--- src/rtl/rnd_pkg.sv ---
// ----------------------------------------------------------------------------
// rnd_pkg
// Shared types, constants and the letter lookup for the roman numeral decoder.
// ----------------------------------------------------------------------------
package rnd_pkg;

    // width of the running sum, saturating at its top
    localparam int SUM_WIDTH = 16;
    localparam int VALUE_WIDTH = 16;
    localparam int LETTER_WIDTH = 10;

    // classified word queue between front and back
    localparam int QUEUE_DEPTH = 2;
    localparam int QUEUE_PTR_W = $clog2(QUEUE_DEPTH);
    localparam int QUEUE_CNT_W = $clog2(QUEUE_DEPTH + 1);

    // ascii codes of the seven letters
    localparam logic [7:0] CHAR_I = 8'h49;
    localparam logic [7:0] CHAR_V = 8'h56;
    localparam logic [7:0] CHAR_X = 8'h58;
    localparam logic [7:0] CHAR_L = 8'h4C;
    localparam logic [7:0] CHAR_C = 8'h43;
    localparam logic [7:0] CHAR_D = 8'h44;
    localparam logic [7:0] CHAR_M = 8'h4D;

    typedef struct packed {
        logic [7:0] symbol;
        logic       last;
    } in_word_t;

    typedef struct packed {
        logic [VALUE_WIDTH-1:0] value;
        logic                   bad_symbol;
    } out_word_t;

    // classified character as held in the queue
    typedef struct packed {
        logic [LETTER_WIDTH-1:0] letter_val;
        logic                    bad;
        logic                    last;
    } cls_word_t;

    // queue status seen by the back end
    typedef struct packed {
        logic      avail;
        cls_word_t head;
    } q_status_t;

    // letter value, zero for anything that is not a roman letter
    function automatic logic [LETTER_WIDTH-1:0] letter_value(input logic [7:0] c);
        logic [LETTER_WIDTH-1:0] v;
        case (c)
            CHAR_I:  v = LETTER_WIDTH'(1);
            CHAR_V:  v = LETTER_WIDTH'(5);
            CHAR_X:  v = LETTER_WIDTH'(10);
            CHAR_L:  v = LETTER_WIDTH'(50);
            CHAR_C:  v = LETTER_WIDTH'(100);
            CHAR_D:  v = LETTER_WIDTH'(500);
            CHAR_M:  v = LETTER_WIDTH'(1000);
            default: v = '0;
        endcase
        return v;
    endfunction

endpackage

--- src/rtl/rnd_front.sv ---
// ----------------------------------------------------------------------------
// rnd_front
// Accepts input words and classifies each character into its letter value.
// ----------------------------------------------------------------------------
module rnd_front
(
    input  logic               in_valid,
    output logic               in_stall,
    input  rnd_pkg::in_word_t  in_word,
    input  logic               q_full,
    output logic               push,
    output rnd_pkg::cls_word_t push_word
);

    // stall while the queue has no room
    assign in_stall = q_full;
    assign push     = in_valid && !q_full;

    // letter lookup and bad character flag
    always_comb
    begin
        push_word.letter_val = rnd_pkg::letter_value(in_word.symbol);
        push_word.bad        = (push_word.letter_val == '0);
        push_word.last       = in_word.last;
    end

endmodule

--- src/rtl/rnd_queue.sv ---
// ----------------------------------------------------------------------------
// rnd_queue
// Short register queue of classified words between the front and back ends.
// ----------------------------------------------------------------------------
module rnd_queue
(
    input  logic                clk,
    input  logic                rst_n,
    input  logic                push,
    input  rnd_pkg::cls_word_t  push_word,
    input  logic                pop,
    output logic                full,
    output rnd_pkg::q_status_t  status
);

    rnd_pkg::cls_word_t                  slot_reg [rnd_pkg::QUEUE_DEPTH];
    logic [rnd_pkg::QUEUE_PTR_W-1:0]     wr_ptr_reg, wr_ptr_next;
    logic [rnd_pkg::QUEUE_PTR_W-1:0]     rd_ptr_reg, rd_ptr_next;
    logic [rnd_pkg::QUEUE_CNT_W-1:0]     count_reg, count_next;

    assign full          = (count_reg == rnd_pkg::QUEUE_CNT_W'(rnd_pkg::QUEUE_DEPTH));
    assign status.avail  = (count_reg != '0);
    assign status.head   = slot_reg[rd_ptr_reg];

    // pointer and fill count update
    always_comb
    begin
        wr_ptr_next = wr_ptr_reg;
        rd_ptr_next = rd_ptr_reg;
        count_next  = count_reg;
        if (push)
        begin
            wr_ptr_next = wr_ptr_reg + rnd_pkg::QUEUE_PTR_W'(1);
        end
        if (pop)
        begin
            rd_ptr_next = rd_ptr_reg + rnd_pkg::QUEUE_PTR_W'(1);
        end
        if (push && !pop)
        begin
            count_next = count_reg + rnd_pkg::QUEUE_CNT_W'(1);
        end
        else if (pop && !push)
        begin
            count_next = count_reg - rnd_pkg::QUEUE_CNT_W'(1);
        end
    end

    always_ff @(posedge clk or negedge rst_n)
    begin
        if (!rst_n)
        begin
            wr_ptr_reg <= '0;
            rd_ptr_reg <= '0;
            count_reg  <= '0;
        end
        else
        begin
            wr_ptr_reg <= wr_ptr_next;
            rd_ptr_reg <= rd_ptr_next;
            count_reg  <= count_next;
        end
    end

    // slot storage, no reset needed
    always_ff @(posedge clk)
    begin
        if (push)
        begin
            slot_reg[wr_ptr_reg] <= push_word;
        end
    end

endmodule

--- src/rtl/rnd_back.sv ---
// ----------------------------------------------------------------------------
// rnd_back
// Applies the pair rule to classified words and registers the decoded result.
// ----------------------------------------------------------------------------
module rnd_back
(
    input  logic                clk,
    input  logic                rst_n,
    input  rnd_pkg::q_status_t  status,
    output logic                pop,
    output logic                out_valid,
    input  logic                out_stall,
    output rnd_pkg::out_word_t  out_word
);

    localparam int SW = rnd_pkg::SUM_WIDTH;
    localparam int LW = rnd_pkg::LETTER_WIDTH;

    logic [SW-1:0]      total_reg, total_next;
    logic [LW-1:0]      pend_reg, pend_next;
    logic               err_reg, err_next;
    logic               out_valid_reg, out_valid_next;
    rnd_pkg::out_word_t out_word_reg, out_word_next;

    logic               out_free;
    logic [LW-1:0]      amount;
    logic [LW-1:0]      pend_step;
    logic               err_step;
    logic [SW:0]        sum1;
    logic [SW-1:0]      total1;
    logic [SW:0]        sum2;
    logic [SW-1:0]      total2;
    logic [32:0]        total2_wide;

    assign out_free  = !out_valid_reg || !out_stall;
    // a word that ends a numeral waits for room in the output register
    assign pop       = status.avail && (!status.head.last || out_free);
    assign out_valid = out_valid_reg;
    assign out_word  = out_word_reg;

    // pair rule with one pending value
    always_comb
    begin
        amount    = '0;
        pend_step = pend_reg;
        err_step  = err_reg;
        if (status.head.bad)
        begin
            err_step = 1'b1;
        end
        else if (pend_reg == '0)
        begin
            pend_step = status.head.letter_val;
        end
        else if (pend_reg < status.head.letter_val)
        begin
            amount    = status.head.letter_val - pend_reg;
            pend_step = '0;
        end
        else
        begin
            amount    = pend_reg;
            pend_step = status.head.letter_val;
        end
    end

    // saturating adds: the step, then the final flush of the pending value
    always_comb
    begin
        sum1        = {1'b0, total_reg} + (SW + 1)'(amount);
        total1      = sum1[SW] ? {SW{1'b1}} : sum1[SW-1:0];
        sum2        = {1'b0, total1} + (SW + 1)'(pend_step);
        total2      = sum2[SW] ? {SW{1'b1}} : sum2[SW-1:0];
        total2_wide = 33'(total2);
    end

    // state and output register update
    always_comb
    begin
        total_next     = total_reg;
        pend_next      = pend_reg;
        err_next       = err_reg;
        out_valid_next = out_valid_reg && out_stall;
        out_word_next  = out_word_reg;
        if (pop)
        begin
            if (status.head.last)
            begin
                total_next     = '0;
                pend_next      = '0;
                err_next       = 1'b0;
                out_valid_next = 1'b1;
                out_word_next.value = (total2_wide > 33'(16'hFFFF)) ?
                    {rnd_pkg::VALUE_WIDTH{1'b1}} : rnd_pkg::VALUE_WIDTH'(total2_wide);
                out_word_next.bad_symbol = err_step;
            end
            else
            begin
                total_next = total1;
                pend_next  = pend_step;
                err_next   = err_step;
            end
        end
    end

    always_ff @(posedge clk or negedge rst_n)
    begin
        if (!rst_n)
        begin
            total_reg     <= '0;
            pend_reg      <= '0;
            err_reg       <= 1'b0;
            out_valid_reg <= 1'b0;
        end
        else
        begin
            total_reg     <= total_next;
            pend_reg      <= pend_next;
            err_reg       <= err_next;
            out_valid_reg <= out_valid_next;
        end
    end

    // result word, no reset needed
    always_ff @(posedge clk)
    begin
        out_word_reg <= out_word_next;
    end

endmodule

--- src/rtl/roman_numeral_decoder_unit.sv ---
// ----------------------------------------------------------------------------
// roman_numeral_decoder_unit
// Decodes a roman numeral, one ascii character per word, into an integer.
// ----------------------------------------------------------------------------
// Usage:
//   The input channel carries one character per word (symbol, last); last
//   marks the final character of a numeral. The output channel carries one
//   word per numeral: the value, saturated at 65535, and bad_symbol, set when
//   any character of the numeral was not one of I V X L C D M.
//   Both channels use valid and stall; a word moves when valid is high and
//   stall is low.
//   A character is classified on entry and written into a two-word queue;
//   the back end takes one word a cycle from the queue, so one character per
//   cycle is sustained while the output register has room. out_valid rises
//   once the final character has gone through the queue slot and then the
//   output register.
//   When the receiver stalls, the result holds in the output register; the
//   back end keeps absorbing characters of the next numeral and stops only
//   at that numeral's final character, after which the queue fills and
//   in_stall rises.
//   Reset clears the queue, the running sum, the pending value and the
//   error flag; the block is ready as soon as reset is released.
// ----------------------------------------------------------------------------
module roman_numeral_decoder_unit
(
    input  logic               clk,
    input  logic               rst_n,
    input  logic               in_valid,
    output logic               in_stall,
    input  rnd_pkg::in_word_t  in_word,
    output logic               out_valid,
    input  logic               out_stall,
    output rnd_pkg::out_word_t out_word
);

    logic               q_full;
    logic               push;
    logic               pop;
    rnd_pkg::cls_word_t push_word;
    rnd_pkg::q_status_t q_status;

    // classify incoming characters
    rnd_front u_front
    (
        .in_valid  (in_valid),
        .in_stall  (in_stall),
        .in_word   (in_word),
        .q_full    (q_full),
        .push      (push),
        .push_word (push_word)
    );

    // decouple front and back
    rnd_queue u_queue
    (
        .clk       (clk),
        .rst_n     (rst_n),
        .push      (push),
        .push_word (push_word),
        .pop       (pop),
        .full      (q_full),
        .status    (q_status)
    );

    // accumulate and emit
    rnd_back u_back
    (
        .clk       (clk),
        .rst_n     (rst_n),
        .status    (q_status),
        .pop       (pop),
        .out_valid (out_valid),
        .out_stall (out_stall),
        .out_word  (out_word)
    );

endmodule
--- config.mk ---
export PLATFORM = sky130hd
export DESIGN_NAME = roman_numeral_decoder_unit
export DESIGN_NICKNAME = d
export VERILOG_FILES = /design/src/rtl/rnd_pkg.sv /design/src/rtl/rnd_front.sv /design/src/rtl/rnd_queue.sv /design/src/rtl/rnd_back.sv /design/src/rtl/roman_numeral_decoder_unit.sv
export SDC_FILE = /design/constraint.sdc
export NUM_CORES = 1
export LEC_CHECK = 0
export BUFFER_PORTS_ARGS = -buffer_cell sky130_fd_sc_hd__buf_2
export CORE_UTILIZATION = 66
export DETAILED_ROUTE_END_ITERATION = 10
export PLACE_DENSITY = 0.95
export SLEW_MARGIN = 10
export SYNTH_ARGS = -nofsm -noshare
export SYNTH_HDL_FRONTEND = slang
export SYNTH_SLANG_ARGS = --single-unit
--- constraint.sdc ---
create_clock -name clk -period 20.8 [get_ports clk]
set_input_delay 2.08 -clock clk [delete_from_list [all_inputs] [get_ports clk]]
set_output_delay 2.08 -clock clk [all_outputs]
set_load 0.02 [all_outputs]
==> impl_metrics.env <==
export IMPL_rr_endpoint="u_back.out_word[14]$_DFFE_PP_"
export IMPL_critPathRequiredTime_ns=20.88
export IMPL_synth_warnings=0
export IMPL_globalRoute_totalOverflow=0
export IMPL_antenna_found_initial=0
export IMPL_ir_drop_uv=119
export IMPL_area_delta_synth_final_pct=9.04
export IMPL_cp_slowest_cell="dfrtp_1"
export IMPL_io_pins=32
export IMPL_synth_edff_count=39
export IMPL_use_met3_pct=7.35
export IMPL_start_kind="flop"
export IMPL_synth_top_family_by_area="compound AO/OA/AOI/OAI gates"
export IMPL_globalRouteMet2Util_pct=47.7
export IMPL_grt_util_all_layers_pct=31.4
export IMPL_crit_cells=30
export IMPL_clock_fmax_ghz=0.125
export IMPL_synth_cells=514
export IMPL_timing_rr_start="u_queue.rd_ptr_reg$_DFFE_PN0P_"
export IMPL_min_path_type="flop to flop"
export IMPL_row_count=31
export IMPL_min_from="u_back.total_reg[8]$_DFFE_PN0P_"
export IMPL_synth_compound_gate_area_share_pct=18.2
export IMPL_grtUsageMet1_pct=43.3
export IMPL_grt_pass1_wl_mm=18.3
export IMPL_crit_type="flop to flop"
export IMPL_finClkSkew_ns=0.0107
export IMPL_synth_area_leaders="edfxtp_1 24%, dfrtp_1 16%, ha_1 7.9%"
export IMPL_cts_buffers=9
export IMPL_drive_above_1_share_pct=11.9
export IMPL_num_vias=4034
export IMPL_synth_top_area_share_pct=23.9
export IMPL_wirelength_mm=11.3
export IMPL_whs_endpoint="u_back.total_reg[8]$_DFFE_PN0P_"
export IMPL_initial_utilization_pct=67.9
export IMPL_nFillCells=534
export IMPL_max_cap_violations=0
export IMPL_port_buffers=31
export IMPL_yosys_top_cells_count="56 x nand2_1, 39 x edfxtp_1, 39 x nor2_1"
export IMPL_seq_area_frac_synth_pct=40.2
export IMPL_drt_iter0_markers=357
export IMPL_pwr_density_cell_mw_per_mm2=170
export IMPL_whs_path_depth=1
export IMPL_die_height_um=88.2
export IMPL_slowest_delay_ns=0.79
export IMPL_power_static_leakage_uw=0.00240
export IMPL_synth_xor_area_share_pct=5.54
export IMPL_async_reset_ff_share_pct=45.1
export IMPL_syn_area_per_cell_um2=9.53
export IMPL_r2r_cells=30
export IMPL_hold_buffers=0
export IMPL_cts_root_buf="clkbuf_8"
export IMPL_core_area_mm2=0.00721
export IMPL_route_detailed_drc=0
export IMPL_yosys_area_top_type="edfxtp_1"
export IMPL_die_w_um=88.2
export IMPL_hpwl_mm=8.36
export IMPL_synth_most_common_cell="nand2_1"
export IMPL_syn_num_nets=561
export IMPL_clk_latency_ns=0.35
export IMPL_crit_family="compound AO/OA/AOI/OAI gates"
export IMPL_cts_setup_buffers=0
export IMPL_synth_area_mm2=0.00490
export IMPL_dr_pass1_iters=5
export IMPL_synth_fa_ha_area_share_pct=9.14
export IMPL_setup_viol=0
export IMPL_status="completed"
export IMPL_cts_tree="done"
export IMPL_fin_tns_setup_ns=0
export IMPL_worst_ep_arrival_time_ns=8.08
export IMPL_top_usage_layer="met2"
export IMPL_layout_setup_ws_ns=12.80
export IMPL_synth_simple_gate_area_share_pct=17.5
export IMPL_viasPerCell=6.23
export IMPL_yosysUniqueCellTypes=59
export IMPL_pre_cts_ws_ns=12.98
export IMPL_ys_flop_type="edfxtp_1"
export IMPL_largest_reg_flops=22
export IMPL_clockBufferDepth=2
export IMPL_cts_sinks=71
export IMPL_layout_nets=590
export IMPL_ctsResizeCount=0
export IMPL_relSlewSlack_pct=16.5
export IMPL_diodes=0
export IMPL_cts_clk_slew_worst_paths_ns=0.08
export IMPL_finalHoldViolations=0
export IMPL_ant_nets=0
export IMPL_post_route_period_util_pct=38.5
export IMPL_grt_pass1_vias=3799
export IMPL_rsz0062_at_grt="no"
export IMPL_grt_max_degree=33
export IMPL_ys_seq_elements=71
export IMPL_wl_per_cell_um=17.5
export IMPL_cp_max_fo=16
export IMPL_r2r_setup_slack_ns=12.80
export IMPL_period_minus_slack_ns=8.00
export IMPL_synth_mux_area_share_pct=5.23
export IMPL_htreeDepth=3
export IMPL_globalplace_congestion=0.946
export IMPL_tightest_slew_ns=1.24
export IMPL_drv_slew=0
export IMPL_path_buf_inv=2
export IMPL_worstSetupEndpointType="flop"
export IMPL_dieArea_mm2=0.00777
power breakdown:
group          switching [uW]  internal [uW]  total [uW]
Sequential               27.9            210         238
Combinational             341            208         549
Clock                    53.8           67.1         121
Total                     423            485         908
through the flow:
| step | instance area (um2) | hold slack [ns] | instances | power (uW) | util [%] |
|---|---|---|---|---|---|
| 6_report | 5340 | 0.495 | 647 | 908 | 74.1 |
| 5_1_grt | 5340 | 0.513 | 647 | 967 | 74.1 |
| 4_1_cts | 5340 | 0.494 | 647 | 895 | 74.1 |
| 3_5_place_dp | 5130 | 0.477 | 631 | 770 | 71.1 |
| 3_3_place_gp | 5130 | 0.476 | 631 | 750 | 71.1 |
| 2_1_floorplan | 4900 | 0.456 | 514 | 640 | - |
layout make-up:
type / instances / area, um2 / area share (%)
clock inverter: 6 / 85.1 / 1.59
sequential: 71 / 1970 / 36.9
timing repair buffer: 35 / 185 / 3.47
clock buffer: 10 / 128 / 2.39
multi-input combinational: 392 / 2720 / 50.9
tap: 99 / 124 / 2.32
inverter: 34 / 128 / 2.39
kinds of logic after synthesis:
logic type | Yosys count
buf+inv | 51
fa+ha+maj | 34
mux | 25
flops | 71
simple gates | 172
xor+xnor | 31
compound gates | 130
placed cells by master (no fill, tap or decap), types with 18 or more instances in the layout:
cell	instances
nand2_1	56
nor2_1	39
dfrtp_1	32
inv_1	34
buf_2	31
edfxtp_1	39
ha_1	31
o21ai_0	21
mux2i_1	22
a21oi_1	20
xnor2_1	18
per-layer routing:
metal,part of all wire (%),up-vias
met3,7.9,35
li1,-,1920
met4,2.9,0
met5,0,-
met1,43,1899
met2,46,180
worst max path at each step:
stage          slack (ns)                           start                       endpoint
3_3_place_gp        13.41  u_queue.rd_ptr_reg$_DFFE_PN0P_  u_back.out_word[14]$_DFFE_PP_
4_1_cts             12.91  u_queue.rd_ptr_reg$_DFFE_PN0P_  u_back.out_word[14]$_DFFE_PP_
3_5_place_dp        12.98  u_queue.rd_ptr_reg$_DFFE_PN0P_  u_back.out_word[14]$_DFFE_PP_
2_1_floorplan       13.64  u_queue.rd_ptr_reg$_DFFE_PN0P_   u_back.out_word[2]$_DFFE_PP_
5_1_grt             12.28  u_queue.rd_ptr_reg$_DFFE_PN0P_  u_back.out_word[14]$_DFFE_PP_
6_report            12.80  u_queue.rd_ptr_reg$_DFFE_PN0P_  u_back.out_word[14]$_DFFE_PP_
(Power assumes the default switching activity.)
